### src/sv/sslp_pkg.sv
package sslp_pkg;

  localparam int PFX_LEN = 7;
  localparam int RDY_LEN = 22;
  localparam int NUM_CAP = 100000;
  localparam int ACC_W   = 17;
  localparam int FLD_W   = 5;
  localparam int TOK_W   = 3;

  localparam logic [PFX_LEN*8-1:0] PFX_ICP = "$BDICP,";
  localparam logic [PFX_LEN*8-1:0] PFX_PWI = "$BDPWI,";
  localparam logic [PFX_LEN*8-1:0] PFX_FKI = "$BDFKI,";
  localparam logic [RDY_LEN*8-1:0] RDY_TXT = "READY FOR TRANSMISSION";
  localparam logic [23:0]          CMD_TCQ = "TCQ";

  localparam logic [7:0] CH_LF    = 8'h0A;
  localparam logic [7:0] CH_COMMA = 8'h2C;
  localparam logic [7:0] CH_SPACE = 8'h20;
  localparam logic [7:0] CH_PLUS  = 8'h2B;
  localparam logic [7:0] CH_MINUS = 8'h2D;
  localparam logic [7:0] CH_ZERO  = 8'h30;
  localparam logic [7:0] CH_NINE  = 8'h39;
  localparam logic [7:0] CH_Y     = 8'h59;
  localparam logic [7:0] PRINT_LO = 8'h20;
  localparam logic [7:0] PRINT_HI = 8'h7E;

  localparam logic FUNC_RX  = 1'b0;
  localparam logic FUNC_CLR = 1'b1;

  localparam logic [1:0] ACK_NONE = 2'd0;
  localparam logic [1:0] ACK_PASS = 2'd1;
  localparam logic [1:0] ACK_FAIL = 2'd2;

  // token slots of the two sentence grammars
  localparam logic [TOK_W-1:0] TOK_CMD      = 3'd1;
  localparam logic [TOK_W-1:0] TOK_VALID    = 3'd2;
  localparam logic [TOK_W-1:0] TOK_SIG1     = 3'd4;
  localparam logic [TOK_W-1:0] TOK_PWI_LAST = 3'd5;
  localparam logic [TOK_W-1:0] TOK_FKI_LAST = 3'd3;
  localparam logic [TOK_W-1:0] TOK_CODE     = 3'd3;

  localparam logic [FLD_W-1:0] UTC_MAX = 5'd31;
  localparam logic [FLD_W-1:0] CMD_MAX = 5'd15;

  typedef enum logic [2:0] {
    ST_IDLE = 3'b001,
    ST_EXEC = 3'b010,
    ST_OUT  = 3'b100
  } ctrl_state_e;

  typedef enum logic [7:0] {
    PH_FLD  = 8'b0000_0001,
    PH_YN   = 8'b0000_0010,
    PH_CM   = 8'b0000_0100,
    PH_SP   = 8'b0000_1000,
    PH_SG   = 8'b0001_0000,
    PH_DG   = 8'b0010_0000,
    PH_DONE = 8'b0100_0000,
    PH_FAIL = 8'b1000_0000
  } phase_e;

  typedef struct packed {
    logic load;
    logic exec;
  } sslp_cmd_t;

  function automatic logic [7:0] pfx_char(input logic [PFX_LEN*8-1:0] txt,
                                          input logic [2:0] idx);
    int sh;
    sh = (PFX_LEN - 1 - int'(idx)) * 8;
    return txt[sh +: 8];
  endfunction

endpackage

### src/sv/status_sentence_line_parser.sv
// The result beat is valid in the output state, reached through the step
// state once the input beat is accepted. The controller holds each item
// through a capture, a parse step and a result hold that lasts while the
// output is stalled. Sentences are parsed on the fly as bytes arrive, so a
// line feed costs no more than any other byte. Reset is asynchronous, active
// low, and brings the status to its cleared values (code reads -1).
module status_sentence_line_parser
  import sslp_pkg::*;
#(
  parameter int LINE_BYTES = 256
) (
  input  logic               clk_i,
  input  logic               rst_ni,
  input  logic               in_valid_i,
  output logic               in_stall_o,
  input  logic               func_i,
  input  logic [7:0]         rx_byte_i,
  output logic               out_valid_o,
  input  logic               out_stall_i,
  output logic               line_done_o,
  output logic               ready_flag_o,
  output logic               link_valid_o,
  output logic [15:0]        signal_level_o,
  output logic [15:0]        ack_count_o,
  output logic [1:0]         ack_outcome_o,
  output logic signed [15:0] ack_code_o
);

  sslp_cmd_t cmd;

  // sequencer: one beat in flight at a time
  sslp_ctrl u_ctrl (
    .clk_i       (clk_i),
    .rst_ni      (rst_ni),
    .in_valid_i  (in_valid_i),
    .in_stall_o  (in_stall_o),
    .out_valid_o (out_valid_o),
    .out_stall_i (out_stall_i),
    .cmd_o       (cmd)
  );

  // line tracking, prefix/phrase match, field parser and status registers
  sslp_dp #(
    .LINE_BYTES (LINE_BYTES)
  ) u_dp (
    .clk_i          (clk_i),
    .rst_ni         (rst_ni),
    .cmd_i          (cmd),
    .func_i         (func_i),
    .rx_byte_i      (rx_byte_i),
    .line_done_o    (line_done_o),
    .ready_flag_o   (ready_flag_o),
    .link_valid_o   (link_valid_o),
    .signal_level_o (signal_level_o),
    .ack_count_o    (ack_count_o),
    .ack_outcome_o  (ack_outcome_o),
    .ack_code_o     (ack_code_o)
  );

endmodule

### src/sv/sslp_ctrl.sv
module sslp_ctrl
  import sslp_pkg::*;
(
  input  logic      clk_i,
  input  logic      rst_ni,
  input  logic      in_valid_i,
  output logic      in_stall_o,
  output logic      out_valid_o,
  input  logic      out_stall_i,
  output sslp_cmd_t cmd_o
);

  ctrl_state_e state_q, state_d;

  always_comb begin
    state_d = state_q;
    unique case (state_q)
      ST_IDLE: if (in_valid_i) state_d = ST_EXEC;
      ST_EXEC: state_d = ST_OUT;
      ST_OUT:  if (!out_stall_i) state_d = ST_IDLE;
      default: state_d = ST_IDLE;
    endcase
  end

  always_ff @(posedge clk_i or negedge rst_ni) begin
    if (!rst_ni) begin
      state_q <= ST_IDLE;
    end else begin
      state_q <= state_d;
    end
  end

  assign in_stall_o  = (state_q != ST_IDLE);
  assign out_valid_o = (state_q == ST_OUT);
  assign cmd_o.load  = in_valid_i && (state_q == ST_IDLE);
  assign cmd_o.exec  = (state_q == ST_EXEC);

`ifndef NO_ASSERTIONS
  a_onehot: assert property (@(posedge clk_i) disable iff (!rst_ni) $onehot(state_q))
    else $error("controller state not one-hot");
  a_exec_out: assert property (@(posedge clk_i) disable iff (!rst_ni)
    cmd_o.exec |=> out_valid_o)
    else $error("step not followed by result");
  a_no_overlap: assert property (@(posedge clk_i) disable iff (!rst_ni)
    out_valid_o |-> in_stall_o)
    else $error("input taken while result pending");
`endif

endmodule

### src/sv/sslp_dp.sv
module sslp_dp
  import sslp_pkg::*;
#(
  parameter int LINE_BYTES = 256
) (
  input  logic               clk_i,
  input  logic               rst_ni,
  input  sslp_cmd_t          cmd_i,
  input  logic               func_i,
  input  logic [7:0]         rx_byte_i,
  output logic               line_done_o,
  output logic               ready_flag_o,
  output logic               link_valid_o,
  output logic [15:0]        signal_level_o,
  output logic [15:0]        ack_count_o,
  output logic [1:0]         ack_outcome_o,
  output logic signed [15:0] ack_code_o
);

  localparam int LW = $clog2(LINE_BYTES);

  logic             func_q;
  logic [7:0]       byte_q;
  logic [LW-1:0]    len_q, len_d;
  logic [7:0]       hist_q [RDY_LEN-1];
  logic             icp_q, icp_d, pwi_q, pwi_d, fki_q, fki_d, rdy_q, rdy_d;
  phase_e           phase_q, phase_d;
  logic [TOK_W-1:0] tok_q, tok_d;
  logic [FLD_W-1:0] k_q, k_d;
  logic             cmatch_q, cmatch_d, tcq_q, tcq_d, v1_q, v1_d, s1pos_q, s1pos_d;
  logic [15:0]      s1val_q, s1val_d;
  logic [7:0]       yn_q, yn_d;
  logic             neg_q, neg_d;
  logic [ACC_W-1:0] acc_q, acc_d;

  logic             done_q, done_d, rdy_st_q, rdy_st_d, val_q, val_d;
  logic [15:0]      sig_q, sig_d, cnt_q, cnt_d;
  logic [1:0]       out_q, out_d;
  logic [15:0]      code_q, code_d;

  logic is_prn, is_dig, full, store, eol, ovf, in_pfx, past_pfx, prs_on, last_tok, win_hit;
  logic lim, ok_end;
  logic [3:0]       dig;
  logic [20:0]      acc_wide;
  logic [ACC_W-1:0] acc_nx;
  logic [15:0]      acc_sat;
  logic signed [17:0] code_full;
  logic [15:0]      code_sat;

  always_ff @(posedge clk_i) begin
    if (cmd_i.load) begin
      func_q <= func_i;
      byte_q <= rx_byte_i;
    end
    if (store) begin
      hist_q[0] <= byte_q;
      for (int i = 1; i < RDY_LEN - 1; i++) hist_q[i] <= hist_q[i-1];
    end
  end

  assign is_prn   = (byte_q >= PRINT_LO) && (byte_q <= PRINT_HI);
  assign is_dig   = (byte_q >= CH_ZERO) && (byte_q <= CH_NINE);
  assign dig      = 4'(byte_q - CH_ZERO);
  assign full     = (len_q == LW'(LINE_BYTES - 1));
  assign store    = cmd_i.exec && (func_q == FUNC_RX) && is_prn && !full;
  assign ovf      = cmd_i.exec && (func_q == FUNC_RX) && is_prn && full;
  assign eol      = cmd_i.exec && (func_q == FUNC_RX) && (byte_q == CH_LF);
  assign in_pfx   = (len_q < LW'(PFX_LEN));
  assign past_pfx = !in_pfx;
  assign prs_on   = store && past_pfx && (pwi_q || fki_q);
  assign last_tok = pwi_q ? (tok_q == TOK_PWI_LAST) : (tok_q == TOK_FKI_LAST);
  assign lim      = pwi_q ? (k_q == UTC_MAX) : ((tok_q == TOK_CMD) && (k_q == CMD_MAX));

  // decimal accumulate with magnitude cap
  assign acc_wide = {1'b0, acc_q, 3'b000} + {3'b000, acc_q, 1'b0} + {17'd0, dig};
  assign acc_nx   = (acc_wide > 21'(NUM_CAP)) ? ACC_W'(NUM_CAP) : acc_wide[ACC_W-1:0];
  assign acc_sat  = (acc_q > 17'd65535) ? 16'hFFFF : acc_q[15:0];
  assign code_full = neg_q ? -$signed({1'b0, acc_q}) : $signed({1'b0, acc_q});
  assign code_sat = (code_full > 18'sd32767)  ? 16'h7FFF :
                    (code_full < -18'sd32768) ? 16'h8000 : code_full[15:0];

  // phrase match over the last bytes of the line
  always_comb begin
    win_hit = (len_q >= LW'(RDY_LEN - 1)) && (byte_q == RDY_TXT[7:0]);
    for (int j = 0; j < RDY_LEN - 1; j++) begin
      if (hist_q[RDY_LEN-2-j] != RDY_TXT[(RDY_LEN-1-j)*8 +: 8]) win_hit = 1'b0;
    end
  end

  assign ok_end = (phase_q == PH_DONE) || ((phase_q == PH_DG) && last_tok);

  always_comb begin
    len_d = len_q; icp_d = icp_q; pwi_d = pwi_q; fki_d = fki_q; rdy_d = rdy_q;
    phase_d = phase_q; tok_d = tok_q; k_d = k_q; cmatch_d = cmatch_q; tcq_d = tcq_q;
    v1_d = v1_q; s1pos_d = s1pos_q; s1val_d = s1val_q; yn_d = yn_q;
    neg_d = neg_q; acc_d = acc_q;
    done_d = done_q; rdy_st_d = rdy_st_q; val_d = val_q; sig_d = sig_q;
    cnt_d = cnt_q; out_d = out_q; code_d = code_q;

    if (store) begin
      len_d = len_q + LW'(1);
      if (in_pfx) begin
        if (byte_q != pfx_char(PFX_ICP, len_q[2:0])) icp_d = 1'b0;
        if (byte_q != pfx_char(PFX_PWI, len_q[2:0])) pwi_d = 1'b0;
        if (byte_q != pfx_char(PFX_FKI, len_q[2:0])) fki_d = 1'b0;
      end
      if (win_hit) rdy_d = 1'b1;
    end

    if (prs_on) begin
      unique case (phase_q)
        PH_FLD: begin
          if (byte_q == CH_COMMA) begin
            if (k_q == '0) begin
              phase_d = PH_FAIL;
            end else if (pwi_q) begin
              tok_d = tok_q + TOK_W'(1); phase_d = PH_SP;
            end else if (tok_q == TOK_CMD) begin
              tcq_d = (k_q == 5'd3) && cmatch_q;
              tok_d = tok_q + TOK_W'(1); phase_d = PH_YN;
            end else begin
              tok_d = TOK_CMD; k_d = '0; cmatch_d = 1'b1;
            end
          end else if (lim) begin
            phase_d = PH_FAIL;
          end else begin
            k_d = (k_q == '1) ? k_q : k_q + FLD_W'(1);
            if (fki_q && (tok_q == TOK_CMD)) begin
              cmatch_d = cmatch_q && (k_q < 5'd3) &&
                         (byte_q == CMD_TCQ[(2 - int'(k_q[1:0])) * 8 +: 8]);
            end
          end
        end
        PH_YN: begin
          yn_d = byte_q; phase_d = PH_CM;
        end
        PH_CM: begin
          if (byte_q == CH_COMMA) begin
            tok_d = TOK_CODE; phase_d = PH_SP;
          end else begin
            phase_d = PH_FAIL;
          end
        end
        PH_SP: begin
          if (byte_q == CH_SPACE) begin
            phase_d = PH_SP;
          end else if ((byte_q == CH_PLUS) || (byte_q == CH_MINUS)) begin
            neg_d = (byte_q == CH_MINUS); phase_d = PH_SG;
          end else if (is_dig) begin
            neg_d = 1'b0; acc_d = ACC_W'(dig); phase_d = PH_DG;
          end else begin
            phase_d = PH_FAIL;
          end
        end
        PH_SG: begin
          if (is_dig) begin
            acc_d = ACC_W'(dig); phase_d = PH_DG;
          end else begin
            phase_d = PH_FAIL;
          end
        end
        PH_DG: begin
          if (is_dig) begin
            acc_d = acc_nx;
          end else if (last_tok) begin
            phase_d = PH_DONE;
          end else if (byte_q == CH_COMMA) begin
            if (tok_q == TOK_VALID) v1_d = !neg_q && (acc_q == 17'd1);
            if (tok_q == TOK_SIG1) begin
              s1pos_d = !neg_q && (acc_q != '0);
              s1val_d = acc_sat;
            end
            tok_d = tok_q + TOK_W'(1); phase_d = PH_SP;
          end else begin
            phase_d = PH_FAIL;
          end
        end
        PH_DONE: phase_d = PH_DONE;
        PH_FAIL: phase_d = PH_FAIL;
        default: phase_d = PH_FAIL;
      endcase
    end

    if (cmd_i.exec) done_d = 1'b0;

    if (eol && (len_q != '0)) begin
      done_d = 1'b1;
      if (rdy_q || (icp_q && past_pfx)) begin
        rdy_st_d = 1'b1;
      end else if (pwi_q && past_pfx) begin
        if (ok_end && v1_q && s1pos_q && !neg_q && (acc_q != '0)) begin
          val_d = 1'b1; sig_d = s1val_q;
        end else begin
          val_d = 1'b0; sig_d = '0;
        end
      end else if (fki_q && past_pfx) begin
        if (ok_end && tcq_q) begin
          cnt_d  = cnt_q + 16'd1;
          code_d = code_sat;
          out_d  = ((yn_q == CH_Y) && (acc_q == '0)) ? ACK_PASS : ACK_FAIL;
        end
      end
    end

    if (eol || ovf) begin
      len_d = '0; icp_d = 1'b1; pwi_d = 1'b1; fki_d = 1'b1; rdy_d = 1'b0;
      phase_d = PH_FLD; tok_d = '0; k_d = '0; cmatch_d = 1'b1; tcq_d = 1'b0;
      v1_d = 1'b0; s1pos_d = 1'b0; neg_d = 1'b0; acc_d = '0;
    end

    if (cmd_i.exec && (func_q == FUNC_CLR)) begin
      rdy_st_d = 1'b0; val_d = 1'b0; sig_d = '0; cnt_d = '0;
      out_d = ACK_NONE; code_d = 16'hFFFF;
    end
  end

  always_ff @(posedge clk_i or negedge rst_ni) begin
    if (!rst_ni) begin
      len_q <= '0; icp_q <= 1'b1; pwi_q <= 1'b1; fki_q <= 1'b1; rdy_q <= 1'b0;
      phase_q <= PH_FLD; tok_q <= '0; k_q <= '0; cmatch_q <= 1'b1; tcq_q <= 1'b0;
      v1_q <= 1'b0; s1pos_q <= 1'b0; s1val_q <= '0; yn_q <= '0;
      neg_q <= 1'b0; acc_q <= '0;
      done_q <= 1'b0; rdy_st_q <= 1'b0; val_q <= 1'b0; sig_q <= '0;
      cnt_q <= '0; out_q <= ACK_NONE; code_q <= 16'hFFFF;
    end else begin
      len_q <= len_d; icp_q <= icp_d; pwi_q <= pwi_d; fki_q <= fki_d; rdy_q <= rdy_d;
      phase_q <= phase_d; tok_q <= tok_d; k_q <= k_d; cmatch_q <= cmatch_d;
      tcq_q <= tcq_d; v1_q <= v1_d; s1pos_q <= s1pos_d; s1val_q <= s1val_d;
      yn_q <= yn_d; neg_q <= neg_d; acc_q <= acc_d;
      done_q <= done_d; rdy_st_q <= rdy_st_d; val_q <= val_d; sig_q <= sig_d;
      cnt_q <= cnt_d; out_q <= out_d; code_q <= code_d;
    end
  end

  assign line_done_o    = done_q;
  assign ready_flag_o   = rdy_st_q;
  assign link_valid_o   = val_q;
  assign signal_level_o = sig_q;
  assign ack_count_o    = cnt_q;
  assign ack_outcome_o  = out_q;
  assign ack_code_o     = $signed(code_q);

`ifndef NO_ASSERTIONS
  a_len_cap: assert property (@(posedge clk_i) disable iff (!rst_ni)
    len_q <= LW'(LINE_BYTES - 1))
    else $error("line length beyond store");
  a_clear: assert property (@(posedge clk_i) disable iff (!rst_ni)
    (cmd_i.exec && (func_q == FUNC_CLR)) |=> (cnt_q == '0) && (code_q == 16'hFFFF))
    else $error("clear did not reset status");
  a_outcome: assert property (@(posedge clk_i) disable iff (!rst_ni)
    (out_q != 2'd3) && !(link_valid_o && (sig_q == '0)))
    else $error("status inconsistent");
`endif

endmodule
### config.mk
export PLATFORM = sky130hd
export DESIGN_NAME = status_sentence_line_parser
export DESIGN_NICKNAME = d
export VERILOG_FILES = /design/src/sv/sslp_pkg.sv /design/src/sv/status_sentence_line_parser.sv /design/src/sv/sslp_ctrl.sv /design/src/sv/sslp_dp.sv
export SDC_FILE = /design/constraint.sdc
export NUM_CORES = 1
export LEC_CHECK = 0
export ABC_CLOCK_PERIOD_IN_PS = 5000
export BUFFER_PORTS_ARGS = -buffer_cell sky130_fd_sc_hd__buf_2
export CAP_MARGIN = 0
export CORE_MARGIN = 2
export CORE_UTILIZATION = 45
export DETAILED_ROUTE_END_ITERATION = 12
export GPL_TIMING_DRIVEN = 0
export MAX_ROUTING_LAYER = met4
export PLACE_DENSITY_LB_ADDON = 0.25
export SLEW_MARGIN = 40
export SYNTH_ARGS = -nofsm -noshare
export SYNTH_HDL_FRONTEND = slang
export SYNTH_SLANG_ARGS = --single-unit
### constraint.sdc
create_clock -name clk_i -period 5 [get_ports clk_i]
set_input_delay 0.5 -clock clk_i [delete_from_list [all_inputs] [get_ports clk_i]]
set_output_delay 0.5 -clock clk_i [all_outputs]
set_load 0.02 [all_outputs]
### Yosys cells after proc, flatten, opt, wreduce, memory -nomap -nowiden

Memory sizes are Yosys's and may differ from the RTL's.
Cells that the tools add are included.

* register bits: 139
* bits in writable memories: 168
* bits of input ports: 13
* output and inout bits: 55
* word-level logic and storage cells: 379
* memories kept: 1

Memory list
* u_dp.hist_q: depth 21, width 8, rd ports 21, clocked after Yosys merged registers in 0, wr ports 21, line sslp_dp.sv:25 `logic [7:0] hist_q [RDY_LEN-1];`

* $add $sub $neg: 10
* order comparisons: 11
* equality and inequality tests: 78
* shift-type cells: 4
* muxes and demuxes: 161
* bitwise logic cells: 3
* reductions and logical operators: 85

Operators by type and width (count)
* $mux 16: 20
* $shiftx 56x32->8 const A: 3
* $ne 8x7->1 const B: 19
* $mux 8: 15
* $mux 17: 7
* $mux 1: 86
* $pmux 8 s7: 1
* $pmux 17 s3: 1
* $mux 5: 9
* $eq 8x6->1 const B: 5
* $reduce_bool 2->1: 20
* $mux 3: 12
* $ne 3x3->1 const B: 11
* $shiftx 24x32->8 const A: 1
* $logic_and 1x1->1: 30
* $eq 8x7->1 const B: 3
* $ne 8x8->1: 3
* $reduce_and 6->1: 4
* $add 20x18->21: 1
* $add 21x4->21: 1
* $gt 21x17->1 const B: 1
* $gt 18x16->1 const B: 1
* $lt 18x16->1 const B: 1
* $mux 18: 1
* 52 further kinds: 96

### Depth between registers and ports, before layout

* word-level depth: 26
* depth in mapped cells: 13
* gate-level depth less buffers: 12

### By module

Synthesis repeated with hierarchy kept, for this count alone.

* cell total of the unflattened synthesis: 1164
* area total of the unflattened synthesis: 14278.7 µm²

By module, submodules not included
* sslp_dp: instances 1, cells an instance 1151, area an instance 14097.3 µm², seq. area each 8519.4 µm²
* sslp_ctrl: instances 1, cells an instance 13, area an instance 181.4 µm², seq. area each 76.3 µm²

### Worst setup path before layout

OpenSTA, ideal clock, no wires.

* path type: register to register
* start point: reg u_dp.len_q[0]
* end point: reg u_dp.yn_q[2]
* setup time: 128 ps
* data arrival time: 5040 ps
* data required time: 4872 ps
* path slack: -167 ps
* stages on the path, launching flop included: 10
* buffers on the path: 2
* clock period less this slack: 5167 ps
* cells stage by stage: dfrtp_1 > ha_1 > clkbuf_1 > nand2_1 > or3_1 > nor2b_4 > o211ai_4 > or4b_1 > buf_2 > mux2_1

* cells in the longest elaborated chain, start to end: 6
* elaborated cells between the ends (all ways): 8
* classes of those cells: order compare (1); eq/ne (1); reduce/logical (6)

Ends and longest elaborated chain
* from (decl): line sslp_dp.sv:24 `logic [LW-1:0] len_q, len_d;`
* from (signal assigned): line sslp_dp.sv:226 `len_q <= len_d; icp_q <= icp_d; pwi_q <= pwi_d; fki_q <= fki_d; rdy_q <= rdy_d;`
* $eq 8x8->1: line sslp_dp.sv:64 `assign full = (len_q == LW'(LINE_BYTES - 1));`
* $logic_not 1->1: line sslp_dp.sv:65 `assign store = cmd_i.exec && (func_q == FUNC_RX) && is_prn && !full;`
* $logic_and 1x1->1: line sslp_dp.sv:65
* via u_dp.store: line sslp_dp.sv:41 `logic is_prn, is_dig, full, store, eol, ovf, in_pfx, past_pfx, prs_on, last_tok, win_hit;`
* $logic_and 1x1->1 (2 in a row): line sslp_dp.sv:70 `assign prs_on = store && past_pfx && (pwi_q || fki_q);`
* $reduce_and 2->1 (no line)
* to (signal assigned): line sslp_dp.sv:221 `v1_q <= 1'b0; s1pos_q <= 1'b0; s1val_q <= '0; yn_q <= '0;`
* to (signal assigned): line sslp_dp.sv:229 `yn_q <= yn_d; neg_q <= neg_d; acc_q <= acc_d;`
* to (decl): line sslp_dp.sv:32 `logic [7:0] yn_q, yn_d;`

The timed path passes the listed nets, and every way through them passes these cells.
A chain may end at the register's enable or synchronous reset.

### Worst setup path after layout

* start point: reg u_dp.acc_q[0]
* end point: reg u_dp.acc_q[13]

* cells in the longest elaborated chain, start to end: 8

Ends and longest elaborated chain
* from (decl): line sslp_dp.sv:34 `logic [ACC_W-1:0] acc_q, acc_d;`
* from (signal assigned): line sslp_dp.sv:222 `neg_q <= 1'b0; acc_q <= '0;`
* from (signal assigned): line sslp_dp.sv:229
* $add 20x18->21 (*): line sslp_dp.sv:75 `assign acc_wide = {1'b0, acc_q, 3'b000} + {3'b000, acc_q, 1'b0} + {17'd0, dig};`
* $add 21x4->21 (*): line sslp_dp.sv:75
* $gt 21x17->1: line sslp_dp.sv:76 `assign acc_nx = (acc_wide > 21'(NUM_CAP)) ? ACC_W'(NUM_CAP) : acc_wide[ACC_W-1:0];`
* $mux 17 (*): line sslp_dp.sv:76
* $mux 17 (*): line sslp_dp.sv:163 `if (is_dig) begin`
* $pmux 17 s3 (*): line sslp_dp.sv:111 `unique case (phase_q)`
* $mux 17 (*): line sslp_dp.sv:110 `if (prs_on) begin`
* $mux 17 (*): line sslp_dp.sv:205 `if (eol || ovf) begin`

Mark *: on every way between the ends. The rest lies on a longest branch, timed or not. The select of a mux whose other input is x is not followed.

==> impl_metrics.sql <==
INSERT INTO impl_metrics (metric_group, metric, value, unit) VALUES
('drt', 'num_vias', '9721', ''),
('clocking', 'number_of_buffers_created_by_cts', '35', ''),
('sta', 'fin_crit', '4060', 'ps'),
('synth', 'cell_taking_the_most_area_after_synthesis', 'sky130_fd_sc_hd__edfxtp_1', ''),
('synth', 'number_of_register_bits_inferred_by_synthesis', '307', ''),
('placed_design', 'pre_cts_slack', '987', 'ps'),
('power', 'leakage_power', '6.54', 'nW'),
('die', 'num_rows', '65', ''),
('worst_setup_path', 'critPathLaunchType', 'flop', ''),
('run_status', 'run_status', 'finished clean', ''),
('die', 'fp.dieArea', '0.0330', 'sq mm'),
('die', 'starting_density', '45.4', '%'),
('finish', 'post_layout_instance_count_excluding_filler_cells', '1703', ''),
('finish', 'final_cell_area', '0.0165', 'sq mm'),
('synth', 'synthesis.instances', '1158', ''),
('sta', 'setup_tns', '0', 'ps'),
('worst_setup_path', 'worstPathCellList', 'fa_1 -> inv_1 -> fa_1 -> nand2b_1 -> a211o_1 -> a21oi_1 -> o211ai_1 -> o41ai_1 -> a31oi_1 -> a21oi_1 -> a32o_1', ''),
('placed_design', 'placement.io_buffers', '67', ''),
('worst_setup_path', 'critical_path.top_delay_family', 'compound AO/OA/AOI/OAI gates', ''),
('worst_setup_path', 'worstPathRequired', '5450', 'ps'),
('worst_setup_path', 'timing.setup.critical_path_class', 'flop to flop', ''),
('sta', 'max_slew.worst_pin.slew', '765', 'ps'),
('worst_setup_path', 'end_kind', 'flop', ''),
('placed_design', 'postPlaceCellArea', '0.0154', 'sq mm'),
('global_route', 'global_route_wire_length_before_repair', '52700', 'um'),
('clocking', 'clock_tree.root_cell', 'sky130_fd_sc_hd__clkbuf_16', ''),
('synth', 'area_share_of_the_largest_cell_type_after_synthesis', '37.4', '%'),
('die', 'die_width', '182', 'um'),
('drt', 'route.final.wire_length', '32600', 'um'),
('placed_design', 'dp_hpwl', '23400', 'um'),
('finish', 'layout-drive-gt1-share', '15.5', '%'),
('sta', 'finalHoldViolCount', '0', ''),
('synth', 'synth_sequential_area_ratio', '60.5', '%'),
('sta', 'setup_slack', '941', 'ps'),
('die', 'die_height', '182', 'um'),
('synth', 'ys.flop_type', 'sky130_fd_sc_hd__edfxtp_1', ''),
('clocking', 'clk_transition_reported_paths', '50', 'ps'),
('synth', 'netlist_top_cells_area', 'sky130_fd_sc_hd__edfxtp_1, sky130_fd_sc_hd__dfrtp_1, sky130_fd_sc_hd__ha_1, sky130_fd_sc_hd__dfstp_2, sky130_fd_sc_hd__nor2_1', ''),
('clocking', 'insertion_delay', '530', 'ps'),
('global_route', 'number_of_antenna_violations_at_the_first_check_in_global_routing', '2', ''),
('drt', 'wl_per_cell', '19.2', 'um'),
('clocking', 'clk_path_buf_depth', '3', ''),
('die', 'core', '0.0313', 'sq mm'),
('worst_setup_path', 'worst-endpoint-arrival', '4510', 'ps'),
('run', 'drv_cap', '0', ''),
('finish', 'multiInputGateArea', '0.00535', 'sq mm'),
('synth', 'synth_edf_count', '177', ''),
('sta', 'fin_worst_skew', '26.6', 'ps'),
('sta', 'highest_attainable_clock_frequency', '246', 'MHz'),
('sta', 'worst_slew_margin_rel', '48.6', '%'),
('drt', 'ant_nets', '0', ''),
('worst_setup_path', 'crit_buf_inv', '1', ''),
('drt', 'drt_first_iter_violations', '698', ''),
('clocking', 'cts_sinks', '307', ''),
('sta', 'final_min_period_over_clock_period', '81.2', '%'),
('sta', 'setup_viol', '0', ''),
('global_route', 'grt_pass1_vias', '9688', ''),
('synth', 'synth-async-reset-ratio', '42.3', '%'),
('sta', 'unrepaired_setup_endpoints_after_global_routing', 'no', ''),
('worst_setup_path', 'crit_path_largest_cell_delay', '630', 'ps'),
('drt', 'detail_route.vias_per_cell', '5.71', ''),
('drt', 'drt-pass1-iter-count', '5', ''),
('worst_hold_path', 'worst_hold_path_type', 'input port to flop', ''),
('finish', 'regArea', '0.00860', 'sq mm'),
('clocking', 'cts-htree-levels', '2', ''),
('global_route', 'maximum_number_of_pins_on_one_net_before_global_route_repair', '69', ''),
('clocking', 'postCtsHoldBufs', '1', ''),
('finish', 'nets', '1342', ''),
('placed_design', 'dpl.cell_count', '1638', ''),
('drt', 'drt_drc_violations_left', '0', ''),
('die', 'top_level_port_count', '68', '');
==> layer usage <==
metal,up-vias,part of all wire (%),track usage (%)
met4,0,2.5,5.82
met5,-,0,-
met2,264,45,31.5
li1,4612,-,-
met3,61,4.8,2.93
met1,4784,48,29.3
==> power breakdown <==
part           internal (W)  leakage [nW]  switching, W  total (W)
clock network       0.00140         0.532       0.00102    0.00241
registers           0.00288          3.33      0.000111    0.00299
logic              0.000250          2.67      0.000474   0.000724
total               0.00452          6.54       0.00160    0.00612
==> sequential cells by signal, summed over array words and instances (netlist names), 8 cells and up <==
signal and cells:
u_dp.s1val_q 16, u_dp.len_q 8, u_dp.signal_level_o 16, u_dp.ack_code_o 16
u_dp.hist_q 168, u_dp.acc_q 17, u_dp.ack_count_o 16, u_dp.byte_q 8
u_dp.phase_q 8, u_dp.yn_q 8
==> final timing paths <==
check	endpoint	slack, ps	from	cells after the start
worst max-delay path	u_dp.acc_q[13]$_DFFE_PN0P_	940	u_dp.acc_q[0]$_DFFE_PN0P_	11
worst min-delay path	u_dp.byte_q[5]$_DFFE_PP_	150	rx_byte_i[5]	1
worst max register to register	u_dp.acc_q[13]$_DFFE_PN0P_	940	u_dp.acc_q[0]$_DFFE_PN0P_	11
worst min register to register	u_dp.hist_q[0][45]$_DFFE_PP_	440	u_dp.hist_q[0][37]$_DFFE_PP_	0
max in group asynchronous	u_dp.phase_q[0]$_DFFE_PN1P_	3700	rst_ni	3
min in group asynchronous	u_dp.link_valid_o$_DFFE_PN0P_	550	rst_ni	2
==> layout by cell type (no fill, tap or decap), drive strengths merged, types with 6 or more instances in the layout <==
cell type	n
nor3	21
o41ai	6
nand2b	8
nor4	22
clkinv	9
a32o	8
xor2	23
xnor2	40
ha	53
inv	34
o31ai	8
mux2	13
nand4	27
nor4b	24
clkbuf	81
a21oi	71
o21ai	50
a22o	18
and3	11
o211ai	8
dfstp	22
buf	89
nand3	22
or3	9
a31oi	14
nor2	114
a21o	12
nand2	89
nor4bb	10
nand4b	9
dfrtp	108
nor3b	8
edfxtp	177
==> area by class of cell <==
cell class,instances,share of cell area (%)
clock inverter,14,0.623
clock buffer,49,6.00
multi-input combinational,777,32.5
buffer,43,1.12
inverter,31,0.707
tap,402,3.05
sequential,307,52.2
antenna,1,0.0152
timing repair buffer,79,3.77
==> logic make-up after synthesis <==
group | after synthesis | synth area share [%]
simple gates | 403 | 15.6
fa+ha+maj | 55 | 4.95
buf+inv | 74 | 2.08
flops | 307 | 60.5
xor+xnor | 63 | 3.88
mux | 14 | 1.10
compound gates | 242 | 11.8
==> synthesized netlist by cell type (3+ instances only) <==
cell and n:
sky130_fd_sc_hd__nor3_1 19, sky130_fd_sc_hd__nand2b_1 8, sky130_fd_sc_hd__a31o_2 3, sky130_fd_sc_hd__o211a_1 5, sky130_fd_sc_hd__nor2b_1 4, sky130_fd_sc_hd__a22o_1 18
sky130_fd_sc_hd__dfrtp_1 108, sky130_fd_sc_hd__a211oi_1 5, sky130_fd_sc_hd__mux2_1 3, sky130_fd_sc_hd__o21a_1 3, sky130_fd_sc_hd__ha_1 53, sky130_fd_sc_hd__a32o_1 8
sky130_fd_sc_hd__xor2_1 23, sky130_fd_sc_hd__o21ai_0 48, sky130_fd_sc_hd__or4_1 5, sky130_fd_sc_hd__xnor2_1 40, sky130_fd_sc_hd__nand3b_1 5, sky130_fd_sc_hd__o41ai_1 6
sky130_fd_sc_hd__nand2_1 88, sky130_fd_sc_hd__clkbuf_1 32, sky130_fd_sc_hd__nor4bb_1 10, sky130_fd_sc_hd__or3_1 8, sky130_fd_sc_hd__nand4b_1 9, sky130_fd_sc_hd__nand3_1 22
sky130_fd_sc_hd__nand4_1 27, sky130_fd_sc_hd__nor4_1 20, sky130_fd_sc_hd__mux2_2 10, sky130_fd_sc_hd__and3_1 11, sky130_fd_sc_hd__nor3b_1 7, sky130_fd_sc_hd__a31oi_1 14
sky130_fd_sc_hd__edfxtp_1 177, sky130_fd_sc_hd__a21oi_1 70, sky130_fd_sc_hd__and2_1 3, sky130_fd_sc_hd__dfstp_2 22, sky130_fd_sc_hd__nor4b_1 22, sky130_fd_sc_hd__nor2_1 113
sky130_fd_sc_hd__o211ai_1 7, sky130_fd_sc_hd__a311oi_1 3, sky130_fd_sc_hd__a211o_1 5, sky130_fd_sc_hd__buf_2 8, sky130_fd_sc_hd__inv_1 31, sky130_fd_sc_hd__a21o_1 12
sky130_fd_sc_hd__o31ai_1 7, sky130_fd_sc_hd__or2_2 4
==> stage by stage <==
step           hold WS, ps  power, W
2_1_floorplan          204   0.00349
3_3_place_gp           421   0.00372
3_5_place_dp           428   0.00376
4_1_cts                138   0.00618
5_1_grt                133   0.00638
6_report               155   0.00612
Note: power is estimated with default switching activity, not from simulation.
